[config.mk]
export PLATFORM = sky130hd
export DESIGN_NAME = stream_record_decimator
export DESIGN_NICKNAME = d
export VERILOG_FILES = /design/src/rtl/srd_pkg.sv /design/src/rtl/stream_record_decimator.sv
export SDC_FILE = /design/constraint.sdc
export NUM_CORES = 2
export LEC_CHECK = 0
export CAP_MARGIN = 30
export CORE_UTILIZATION = 60
export CTS_BUF_LIST = sky130_fd_sc_hd__clkbuf_4
export DETAILED_ROUTE_END_ITERATION = 12
export DONT_BUFFER_PORTS = 1
export PLACE_DENSITY_LB_ADDON = 0.08
export SETUP_SLACK_MARGIN = 0.15
export SLEW_MARGIN = 20
export SYNTH_ARGS = -nofsm -noshare
export SYNTH_HDL_FRONTEND = slang
export SYNTH_SLANG_ARGS = --single-unit
[constraint.sdc]
create_clock -name clk -period 19.8 [get_ports clk]
set_input_delay 1.98 -clock clk [delete_from_list [all_inputs] [get_ports clk]]
set_output_delay 1.98 -clock clk [all_outputs]
set_load 0.01 [all_outputs]
[src/rtl/srd_pkg.sv]
`timescale 1ns / 1ps
package srd_pkg;

    localparam int STREAMS   = 4;
    localparam int SLOT_W    = 2;
    localparam int TIME_W    = 48;
    localparam int TAG_W     = 32;
    localparam int REG_W     = 32;
    localparam int GRACE_W   = 33;
    localparam int CFG_IDX_W = 3;

    // floor(x / 5) = (x * DIV5_MUL) >> DIV5_SHIFT for any 32-bit x
    localparam logic [REG_W-1:0] DIV5_MUL   = 32'hCCCC_CCCD;
    localparam int               DIV5_SHIFT = 34;

    typedef enum logic [1:0] {
        MODE_RECORD = 2'd0,
        MODE_FLUSH  = 2'd1,
        MODE_CLEAR  = 2'd2
    } mode_t;

    typedef enum logic [1:0] {
        KIND_VERDICT = 2'd0,
        KIND_SUBMIT  = 2'd1,
        KIND_CLOSE   = 2'd2
    } kind_t;

    typedef enum logic [CFG_IDX_W-1:0] {
        CFG_MASK   = 3'd0,
        CFG_IVAL0  = 3'd1,
        CFG_IVAL1  = 3'd2,
        CFG_IVAL2  = 3'd3,
        CFG_IVAL3  = 3'd4,
        CFG_BUCKET = 3'd5,
        CFG_DELTA  = 3'd6
    } cfg_idx_t;

    // results still owed for one request
    typedef struct packed {
        logic [STREAMS-1:0] cand;
        logic               close;
        logic               close_last;
        logic               verdict;
        logic               verdict_taken;
    } burst_t;

endpackage

[src/rtl/stream_record_decimator.sv]
`timescale 1ns / 1ps
// Path: input register, then result sequencer, then output register.
// Throughput: one request per cycle when it gives one result and out_ready holds; a
// request with more results (bucket candidates, close, verdict) blocks till all are out.
// Reset: rst_n clears config, valid and handshake state at once, no clearing pass.
module stream_record_decimator (
    input  logic                          clk,
    input  logic                          rst_n,
    input  logic                          in_valid,
    output logic                          in_ready,
    input  logic [1:0]                    mode,
    input  logic                          is_data_record,
    input  logic [srd_pkg::SLOT_W-1:0]    stream_slot,
    input  logic [srd_pkg::TIME_W-1:0]    timestamp,
    input  logic [srd_pkg::TAG_W-1:0]     record_tag,
    output logic                          out_valid,
    input  logic                          out_ready,
    output logic [1:0]                    kind,
    output logic                          taken,
    output logic [srd_pkg::SLOT_W-1:0]    out_slot,
    output logic [srd_pkg::TAG_W-1:0]     out_tag,
    output logic [srd_pkg::TIME_W-1:0]    out_time,
    output logic [srd_pkg::GRACE_W-1:0]   grace_window,
    output logic                          last,
    input  logic                          cfg_we,
    input  logic [srd_pkg::CFG_IDX_W-1:0] cfg_index,
    input  logic [srd_pkg::REG_W-1:0]     cfg_data
);
    import srd_pkg::*;

    // configuration
    logic [STREAMS-1:0] mask_reg;
    logic [REG_W-1:0]   ival_reg [STREAMS];
    logic [REG_W-1:0]   bucket_reg;
    logic [REG_W-1:0]   delta_reg;
    logic [GRACE_W-1:0] grace_reg;
    logic [GRACE_W-1:0] grace_next;
    logic [2*REG_W-1:0] div_prod;

    // input stage
    logic               in_v_reg;
    logic [1:0]         mode_reg;
    logic               data_reg;
    logic [SLOT_W-1:0]  slot_reg;
    logic [TIME_W-1:0]  ts_reg;
    logic [TAG_W-1:0]   tag_reg;

    // decimation state
    logic [STREAMS-1:0] cur_v_reg;
    logic [STREAMS-1:0] cur_v_next;
    logic [TIME_W-1:0]  cur_time_reg [STREAMS];
    logic               ctr_v_reg;
    logic               ctr_v_next;
    logic [TIME_W-1:0]  ctr_time_reg;
    logic [TIME_W-1:0]  ctr_time_next;
    logic [STREAMS-1:0] cand_v_reg;
    logic [STREAMS-1:0] cand_v_next;
    logic [TAG_W-1:0]   cand_tag_reg [STREAMS];
    logic [TIME_W-1:0]  cand_time_reg [STREAMS];
    logic               cand_wr;
    logic               cur_wr;

    // result sequencer
    burst_t             pend_reg;
    burst_t             pend_after;
    burst_t             load;
    logic [TIME_W-1:0]  max_reg;
    logic [TIME_W-1:0]  max_next;

    // output register
    logic               out_v_reg;
    kind_t              kind_reg;
    kind_t              kind_next;
    logic               taken_reg;
    logic               taken_next;
    logic [SLOT_W-1:0]  slot_out_reg;
    logic [SLOT_W-1:0]  slot_out_next;
    logic [TAG_W-1:0]   tag_out_reg;
    logic [TAG_W-1:0]   tag_out_next;
    logic [TIME_W-1:0]  time_out_reg;
    logic [TIME_W-1:0]  time_out_next;
    logic [GRACE_W-1:0] grace_out_reg;
    logic [GRACE_W-1:0] grace_out_next;
    logic               last_reg;
    logic               last_next;

    // datapath
    logic               slot_ok;
    logic [TIME_W:0]    cur_sum;
    logic               cur_hit;
    logic [TIME_W-1:0]  ctr_eff;
    logic [TIME_W:0]    ctr_sum;
    logic [TIME_W-1:0]  ctr_adv;
    logic [TIME_W-1:0]  d_new;
    logic [TIME_W-1:0]  d_old;
    logic               beyond;
    logic               in_window;
    logic               closer;

    logic               pend_any;
    logic               emit_go;
    logic               burst_free;
    logic               proc_go;
    logic               pick_found;
    logic [SLOT_W-1:0]  pick;

    // grace = interval + floor(interval / 5)
    assign div_prod   = bucket_reg * DIV5_MUL;
    assign grace_next = GRACE_W'(bucket_reg) + GRACE_W'(div_prod >> DIV5_SHIFT);

    always_ff @(posedge clk or negedge rst_n)
    begin
        if (!rst_n)
        begin
            mask_reg   <= '0;
            ival_reg   <= '{default: '0};
            bucket_reg <= '0;
            delta_reg  <= '0;
            grace_reg  <= '0;
        end
        else
        begin
            grace_reg <= grace_next;
            if (cfg_we)
            begin
                case (cfg_index)
                    CFG_MASK:   mask_reg    <= cfg_data[STREAMS-1:0];
                    CFG_IVAL0:  ival_reg[0] <= cfg_data;
                    CFG_IVAL1:  ival_reg[1] <= cfg_data;
                    CFG_IVAL2:  ival_reg[2] <= cfg_data;
                    CFG_IVAL3:  ival_reg[3] <= cfg_data;
                    CFG_BUCKET: bucket_reg  <= cfg_data;
                    CFG_DELTA:  delta_reg   <= cfg_data;
                    default:    ;
                endcase
            end
        end
    end

    // decision datapath
    assign slot_ok   = (int'(slot_reg) < STREAMS);
    assign cur_sum   = {1'b0, cur_time_reg[slot_reg]} + (TIME_W+1)'(ival_reg[slot_reg]);
    assign cur_hit   = cur_v_reg[slot_reg] && ({1'b0, ts_reg} < cur_sum);
    assign ctr_eff   = ctr_v_reg ? ctr_time_reg : ts_reg;
    assign ctr_sum   = {1'b0, ctr_eff} + (TIME_W+1)'(bucket_reg);
    assign ctr_adv   = ctr_sum[TIME_W] ? '1 : ctr_sum[TIME_W-1:0];
    assign d_new     = (ts_reg >= ctr_eff) ? ts_reg - ctr_eff : ctr_eff - ts_reg;
    assign d_old     = (cand_time_reg[slot_reg] >= ctr_eff) ?
                       cand_time_reg[slot_reg] - ctr_eff : ctr_eff - cand_time_reg[slot_reg];
    assign beyond    = (ts_reg > ctr_eff) && (d_new > TIME_W'(delta_reg));
    assign in_window = (d_new <= TIME_W'(delta_reg));
    assign closer    = !cand_v_reg[slot_reg] || (d_new < d_old);

    always_comb
    begin
        load          = '0;
        cur_v_next    = cur_v_reg;
        cur_wr        = 1'b0;
        ctr_v_next    = ctr_v_reg;
        ctr_time_next = ctr_time_reg;
        cand_v_next   = cand_v_reg;
        cand_wr       = 1'b0;
        case (mode_reg)
            MODE_CLEAR:
            begin
                cur_v_next  = '0;
                ctr_v_next  = 1'b0;
                cand_v_next = '0;
            end
            MODE_FLUSH:
            begin
                if (bucket_reg != '0)
                begin
                    load.cand       = cand_v_reg;
                    load.close      = 1'b1;
                    load.close_last = 1'b1;
                    cand_v_next     = '0;
                end
            end
            MODE_RECORD:
            begin
                load.verdict = 1'b1;
                if (data_reg && slot_ok)
                begin
                    if (mask_reg != '0)
                    begin
                        if (mask_reg[slot_reg])
                        begin
                            if (cur_hit)
                            begin
                                load.verdict_taken = 1'b1;
                            end
                            else
                            begin
                                cur_v_next[slot_reg] = 1'b1;
                                cur_wr               = 1'b1;
                            end
                        end
                    end
                    else if (bucket_reg != '0)
                    begin
                        load.verdict_taken = 1'b1;
                        ctr_v_next         = 1'b1;
                        if (beyond)
                        begin
                            load.cand     = cand_v_reg;
                            load.close    = 1'b1;
                            cand_v_next   = '0;
                            ctr_time_next = ctr_adv;
                        end
                        else
                        begin
                            ctr_time_next = ctr_eff;
                            if (in_window && closer)
                            begin
                                cand_v_next[slot_reg] = 1'b1;
                                cand_wr               = 1'b1;
                            end
                        end
                    end
                end
            end
            default: ;
        endcase
    end

    // result sequencer: candidates in slot order, then close, then verdict
    assign pend_any = (pend_reg.cand != '0) || pend_reg.close || pend_reg.verdict;
    assign emit_go  = pend_any && (!out_v_reg || out_ready);

    always_comb
    begin
        pick_found = 1'b0;
        pick       = '0;
        for (int s = STREAMS - 1; s >= 0; s--)
        begin
            if (pend_reg.cand[s])
            begin
                pick_found = 1'b1;
                pick       = SLOT_W'(s);
            end
        end
    end

    always_comb
    begin
        pend_after     = pend_reg;
        max_next       = max_reg;
        kind_next      = KIND_VERDICT;
        taken_next     = 1'b0;
        slot_out_next  = '0;
        tag_out_next   = '0;
        time_out_next  = '0;
        grace_out_next = '0;
        last_next      = 1'b0;
        if (pick_found)
        begin
            pend_after.cand[pick] = 1'b0;
            kind_next             = KIND_SUBMIT;
            slot_out_next         = pick;
            tag_out_next          = cand_tag_reg[pick];
            time_out_next         = cand_time_reg[pick];
            if (cand_time_reg[pick] > max_reg)
            begin
                max_next = cand_time_reg[pick];
            end
        end
        else if (pend_reg.close)
        begin
            pend_after.close = 1'b0;
            kind_next        = KIND_CLOSE;
            time_out_next    = max_reg;
            grace_out_next   = grace_reg;
            last_next        = pend_reg.close_last;
        end
        else
        begin
            pend_after.verdict = 1'b0;
            taken_next         = pend_reg.verdict_taken;
            last_next          = 1'b1;
        end
    end

    assign burst_free = !pend_any ||
                        (emit_go && (pend_after.cand == '0) && !pend_after.close &&
                         !pend_after.verdict);
    assign proc_go    = in_v_reg && burst_free;
    assign in_ready   = !in_v_reg || proc_go;

    always_ff @(posedge clk or negedge rst_n)
    begin
        if (!rst_n)
        begin
            in_v_reg   <= 1'b0;
            cur_v_reg  <= '0;
            ctr_v_reg  <= 1'b0;
            cand_v_reg <= '0;
            pend_reg   <= '0;
            out_v_reg  <= 1'b0;
        end
        else
        begin
            if (in_ready)
            begin
                in_v_reg <= in_valid;
            end
            if (proc_go)
            begin
                cur_v_reg  <= cur_v_next;
                ctr_v_reg  <= ctr_v_next;
                cand_v_reg <= cand_v_next;
                pend_reg   <= load;
            end
            else if (emit_go)
            begin
                pend_reg <= pend_after;
            end
            if (emit_go)
            begin
                out_v_reg <= 1'b1;
            end
            else if (out_ready)
            begin
                out_v_reg <= 1'b0;
            end
        end
    end

    always_ff @(posedge clk)
    begin
        if (in_valid && in_ready)
        begin
            mode_reg <= mode;
            data_reg <= is_data_record;
            slot_reg <= stream_slot;
            ts_reg   <= timestamp;
            tag_reg  <= record_tag;
        end
        if (proc_go)
        begin
            ctr_time_reg <= ctr_time_next;
            max_reg      <= '0;
            if (cur_wr)
            begin
                cur_time_reg[slot_reg] <= ts_reg;
            end
            if (cand_wr)
            begin
                cand_tag_reg[slot_reg]  <= tag_reg;
                cand_time_reg[slot_reg] <= ts_reg;
            end
        end
        else if (emit_go)
        begin
            max_reg <= max_next;
        end
        if (emit_go)
        begin
            kind_reg      <= kind_next;
            taken_reg     <= taken_next;
            slot_out_reg  <= slot_out_next;
            tag_out_reg   <= tag_out_next;
            time_out_reg  <= time_out_next;
            grace_out_reg <= grace_out_next;
            last_reg      <= last_next;
        end
    end

    assign out_valid    = out_v_reg;
    assign kind         = kind_reg;
    assign taken        = taken_reg;
    assign out_slot     = slot_out_reg;
    assign out_tag      = tag_out_reg;
    assign out_time     = time_out_reg;
    assign grace_window = grace_out_reg;
    assign last         = last_reg;

endmodule

### After elaboration in Yosys (flattened, before gate mapping)

Memories as Yosys holds them, arrays and structs flattened. A register that Yosys moved wholly into a read port is not among the register bits.
Cells that the tools add are included.

* reduce and logical (&&, ||, !) cells: 48
* eq/ne operators: 16
* $add $sub $neg: 7
* multiply operators: 1
* order comparisons: 13
* bitwise operators: 7
* muxes and demuxes: 86

Operators by type and width (number)
* $mux 48: 7
* $sub 48x48->48: 4
* $add 48x32->49: 2
* $ge 48x48->1: 2
* $gt 48x48->1: 2
* $bmux 32 s2: 1
* $mul 32x32->64 const B: 1
* $mux 32: 2
* $lt 48x49->1: 1
* $gt 48x32->1: 1
* $le 48x32->1: 1
* $lt 48x48->1: 1
* $mux 4: 11
* $mux 1: 41
* $add 32x30->33: 1
* $reduce_bool 32->1: 1
* $mux 5: 4
* $mux 2: 8
* $mux 8: 2
* $ne 2x2->1 const B: 7
* $reduce_and 2->1: 7
* $pmux 4 s3: 1
* $logic_and 1x1->1: 11
* $pmux 5 s2: 1
* 32 further kinds: 58

* RAM bits: 512
* input bits: 125
* output and inout bits: 121
* memories kept: 3
* flip-flop bits (word level): 516

Memory list
* cand_time_reg: words 4, width 48, rd ports 2, clocked after Yosys merged registers in 1, write ports 1, line stream_record_decimator.sv:59 `logic [TIME_W-1:0] cand_time_reg [STREAMS];`
* cur_time_reg: words 4, width 48, rd ports 1, clocked after Yosys merged registers in 1, write ports 1, line stream_record_decimator.sv:51 `logic [TIME_W-1:0] cur_time_reg [STREAMS];`
* cand_tag_reg: words 4, width 32, rd ports 1, clocked after Yosys merged registers in 1, write ports 1, line stream_record_decimator.sv:58 `logic [TAG_W-1:0] cand_tag_reg [STREAMS];`

### Longest topological paths before layout

* depth in word-level cells: 20
* gate-level depth with buffers: 42
* gate-level depth less buffers: 41

### Worst setup path after synthesis

OpenSTA, ideal clock, no wires.

* path kind: register -> register
* from: reg ctr_v_reg
* to: mem cand_tag_reg[0][0], enable pin
* clock period less this slack: 13.810 ns
* path buffers: 7
* arrival: 13.194 ns
* required time: 19.184 ns
* path slack: 5.990 ns
* stages on the path, launching flop included: 33
* path through: dfrtp_1 clkbuf_1 buf_1 buf_1 clkbuf_1 mux2i_1 inv_1 ha_1 nand4_2 or4_1 o41a_1 o211ai_2 nand3_4 nand2_2 buf_2 buf_1 clkbuf_1 nand2_1 nand2_1 ha_1 nor2b_1 o21a_1 o21a_1 o211ai_1 a21oi_1 a211o_1 a221o_1 a211o_1 a2111oi_2 and4b_4 and2_2 nand3_1 nor3_1

* longest elaborated chain between the ends: 15

Ends and longest elaborated chain
* start: declaration: line stream_record_decimator.sv:52 `logic ctr_v_reg;`
* start signal: assignment: line stream_record_decimator.sv:310 `ctr_v_reg <= ctr_v_next;`
* $mux 48 *: line stream_record_decimator.sv:144 `assign ctr_eff = ctr_v_reg ? ctr_time_reg : ts_reg;`
* $sub 48x48->48, or another cell as far along: line stream_record_decimator.sv:147 `assign d_new = (ts_reg >= ctr_eff) ? ts_reg - ctr_eff : ctr_eff - ts_reg;`
* $mux 48 (on tied branches): line stream_record_decimator.sv:147, stream_record_decimator.sv:148
* $lt 48x48->1: line stream_record_decimator.sv:152 `assign closer = !cand_v_reg[slot_reg] || (d_new < d_old);`
* $logic_or 1x1->1: line stream_record_decimator.sv:152
* $logic_and 1x1->1: line stream_record_decimator.sv:214 `if (in_window && closer)`
* $mux 1: line stream_record_decimator.sv:214
* $mux 1 *: line stream_record_decimator.sv:204 `if (beyond)`
* $mux 1 *: line stream_record_decimator.sv:200 `else if (bucket_reg != '0)`
* $mux 1 *: line stream_record_decimator.sv:185 `if (mask_reg != '0)`
* $mux 1 *: line stream_record_decimator.sv:183 `if (data_reg && slot_ok)`
* $mux 1 *: line stream_record_decimator.sv:163 `case (mode_reg)`
* $mux 1 *: line stream_record_decimator.sv:347 `if (cand_wr)`
* $mux 1 *: line stream_record_decimator.sv:339 `if (proc_go)`
* $mux 1 (not written as such) *: line stream_record_decimator.sv:349 `cand_tag_reg[slot_reg] <= tag_reg;`
* end: declaration: line stream_record_decimator.sv:58

Mark *: on every way between the ends. The rest lies on a longest branch, timed or not.

### Worst setup path after layout

* from: reg bucket_reg[8]
* to: reg grace_reg[30]

* longest elaborated chain between the ends: 2

Ends and longest elaborated chain
* start: declaration: line stream_record_decimator.sv:34 `logic [REG_W-1:0] bucket_reg;`
* start signal: assignment: line stream_record_decimator.sv:132 `CFG_BUCKET: bucket_reg <= cfg_data;`
* $mul 32x32->64: line stream_record_decimator.sv:108 `assign div_prod = bucket_reg * DIV5_MUL;`
* $add 32x30->33 *: line stream_record_decimator.sv:109 `assign grace_next = GRACE_W'(bucket_reg) + GRACE_W'(div_prod >> DIV5_SHIFT);`
* net grace_next[30]: line stream_record_decimator.sv:37 `logic [GRACE_W-1:0] grace_next;`
* end signal: assignment: line stream_record_decimator.sv:123 `grace_reg <= grace_next;`
* end: declaration: line stream_record_decimator.sv:36 `logic [GRACE_W-1:0] grace_reg;`

The timed path passes the listed nets; every way through them passes the cells marked *.
A chain may end at the register's enable or synchronous reset.

==> PnR_summary.wiki <==
{| class="wikitable"
! Metric !! Value
|-
| Outcome || completed
|-
| Minimum period implied by the final worst setup slack || 11.22 ns
|-
| Layout cells sized above 1 || 12.9%
|-
| Cell count after synthesis || 7060
|-
| Count of placed standard cells including taps || 8634
|-
| Non-filler cells, final || 9133
|-
| Cell mode on critical path || fa_1
|-
| Setup tns final || 0 ns
|-
| Number of global-route vias before repair || 56400
|-
| Synthesized area || 0.0776 mm2
|-
| Routed wire length per instance || 27.6 um
|-
| Count of final hold-check violations || 0
|-
| IO Pins || 246
|-
| Share of the cycle needed by the critical path after routing || 56.7%
|-
| Detailed placer's ending HPWL || 192 mm
|-
| Number of flip-flops and latches in the synthesized netlist || 1062
|-
| Post-CTS resize count || 0
|-
| Net count after synthesis || 8399
|-
| Unrepaired setup endpoints after global routing || no
|-
| Prevailing post-synth register cell || edfxtp_1
|-
| GPL Wtd Cong || 1.08
|-
| Synthesis-to-layout area growth || 7.27%
|-
| Worst slew margin relative to its limit || 22.3%
|-
| Gr ovfl total || 0
|-
| Proportion of synthesized chip area in sequential cells || 38.8%
|-
| Htree depth || 5
|-
| Post-CTS setup repair buffer count || 0
|-
| Clock Latency Late Sink || 1.23 ns
|-
| Setup clock skew after layout || 0.161 ns
|-
| Fin. max-slew vios || 0
|-
| Vertical die dimension || 362 um
|-
| Number of antenna violations at the first check in global routing || 24
|-
| Share of synthesized registers carrying an async set or reset || 23.4%
|-
| Root cell of the clock tree || clkbuf_4
|-
| Largest net degree at the start of global routing || 249
|-
| Max stage delay on crit path || 0.97 ns
|-
| Residual DRC || 0
|-
| Post-synth EDFFs || 764
|-
| Placement Rows || 131
|-
| Final #Nets || 8543
|-
| Clock tree sinks || 1062
|-
| Initial detailed-routing violation count || 7134
|-
| Largest cells by area after synthesis || edfxtp_1, ha_1, fa_1
|-
| Synthesized area per cell || 11.0 um2
|-
| Area enclosed by the die boundary || 0.131 mm2
|-
| Maximum capacitance violations || 0
|-
| Number of buffers inserted for hold repair after clock tree synthesis || 0
|-
| Slowest cell on crit path || dfrtp_1
|-
| Category of the most critical setup path || reg2reg
|-
| Number of detailed-routing iterations run before antenna repair || 6
|-
| Element type at the critical path start || flip-flop
|-
| Kind of end point of the critical path || flip-flop
|-
| Class of the tightest hold or removal check || reg2reg
|-
| Top-area cell type share of the netlist area || 29.5%
|-
| Cell taking the most area after synthesis || edfxtp_1
|-
| Final wirelength || 252 mm
|-
| Worst Max-Slew Pin Slew || 1.16 ns
|-
| Count of final setup violators || 0
|-
| Total via count in the routed design || 57600
|-
| CTS tree || done
|-
| Fill cells || 10100
|-
| Total routing usage reported by global routing || 38.5%
|-
| Non-Filler Cell Area, Final || 0.0833 mm2
|-
| Core Box Area || 0.128 mm2
|-
| Pre-CTS setup slack || 8.78 ns
|-
| Via-to-Cell Ratio || 6.31
|-
| Antenna-violating nets left || 0
|-
| Final setup slack of the worst path || 8.58 ns
|-
| Cts bufs inserted || 295
|-
| Number of input and output port buffers inserted || 0
|-
| Post-place instance area || 0.0798 mm2
|-
| Clock transition at the registers of the reported paths || 0.07 ns
|-
| Number of buffers between clock root and the deepest sink || 4
|-
| Top fanout value on the critical path || 12
|-
| Warnings, synthesis || 0
|-
| Count of cell types in the netlist || 96
|-
| Arrival time worst endpoint || 12.26 ns
|-
| Wire length of the first global-routing pass || 368 mm
|-
| X dimension of the die || 362 um
|-
| Max Fclk || 89.1 MHz
|-
| Endpoint required time on the critical path || 20.84 ns
|-
| Effective utilization at floorplan || 60.7%
|}
-- cells in the final DEF (no fill, tap or decap), types with 45 or more instances in the layout --
cell type / count
inv_1: 832
nand2b_1: 45
clkinv_1: 58
buf_4: 110
mux4_2: 130
and2_1: 68
fa_1: 388
xnor2_1: 149
mux2i_1: 152
nor3_1: 47
dfrtp_1: 242
a31oi_1: 111
a21o_1: 214
dfxtp_1: 48
ha_1: 826
a21oi_1: 473
o21ai_0: 334
o21bai_1: 47
o21a_1: 50
clkbuf_4: 413
xor2_1: 131
nor2_1: 436
edfxtp_1: 764
nand2_1: 392
nand3_1: 123
nand4_1: 106
nor2b_1: 58
mux2_2: 206
-- kinds of logic after synthesis --
logic type / after synthesis / synth area share [%]
AOI/OAI and AO/OA: 1499 / 12.0
xor gates and xnor gates: 280 / 3.16
adders and majority gates: 1215 / 23.3
buffers and inverters: 1105 / 5.45
DFF: 1062 / 38.8
muxes: 489 / 8.73
and+or+nand+nor: 1410 / 8.54
-- worst max-delay path: cells and delay by family (launching register included) --
family,cells,cell delay [ns]
xor+xnor,3,0.83
compound gates,17,3.62
flops,1,0.97
simple gates,7,1.28
buf+inv,3,0.21
fa+ha+maj,9,4.19
-- synthesized netlist by cell type (106+ instances only) --
| cell type | instances |
|---|---|
| ha_1 | 826 |
| dfrtp_1 | 248 |
| mux2_2 | 206 |
| fa_1 | 388 |
| nand4_1 | 106 |
| o21ai_0 | 334 |
| nand3_1 | 123 |
| a31oi_1 | 111 |
| clkbuf_1 | 184 |
| mux2i_1 | 152 |
| a21o_1 | 214 |
| mux4_2 | 130 |
| edfxtp_1 | 764 |
| inv_1 | 833 |
| a21oi_1 | 474 |
| nand2_1 | 393 |
| nor2_1 | 444 |
| xor2_1 | 131 |
| xnor2_1 | 149 |
-- final timing paths --
check	depth (start not counted)	endpoint	slack, ns	start
worst max-delay path	39	grace_reg[30]$_DFF_PN0_	8.58	bucket_reg[8]$_DFFE_PN0P_
worst min-delay path	0	cand_tag_reg[3][30]$_DFFE_PP_	0.45	tag_reg[30]$_DFFE_PP_
worst max register to register	39	grace_reg[30]$_DFF_PN0_	8.58	bucket_reg[8]$_DFFE_PN0P_
worst min register to register	0	cand_tag_reg[3][30]$_DFFE_PP_	0.45	tag_reg[30]$_DFFE_PP_
max in group asynchronous	0	delta_reg[15]$_DFFE_PN0P_	18.46	rst_n
min in group asynchronous	0	ival_reg[124]$_DFFE_PN0P_	0.56	rst_n
-- cell type report --
type | count | area [um2] | area share (%)
inverter | 835 | 3140 | 3.77
clock inverter | 71 | 309 | 0.371
timing repair buffer | 117 | 988 | 1.19
antenna | 13 | 32.5 | 0.0391
clock buffer | 413 | 3100 | 3.72
tap | 1729 | 2160 | 2.60
multi-input combinational | 4893 | 43400 | 52.1
sequential | 1062 | 30200 | 36.2
-- layer usage --
| layer | routed length [um] | vias up | global-route usage (%) |
|---|---|---|---|
| met3 | 29500 | 494 | 11.4 |
| met5 | 94 | - | 0 |
| li1 | - | 25600 | - |
| met1 | 107000 | 28500 | 55.6 |
| met4 | 9730 | 14 | 14.1 |
| met2 | 105000 | 3005 | 54.8 |
-- per-stage QoR --
stage,util [%],hold slack (ns)
floorplan,-,0.443
global placement,62.2,0.460
detailed placement,62.3,0.468
CTS,65.0,0.389
global route,65.1,0.438
finish,65.1,0.449
Power is not shown: default switching activity piles up to over one toggle a cycle in this logic, so the estimate is an artifact.
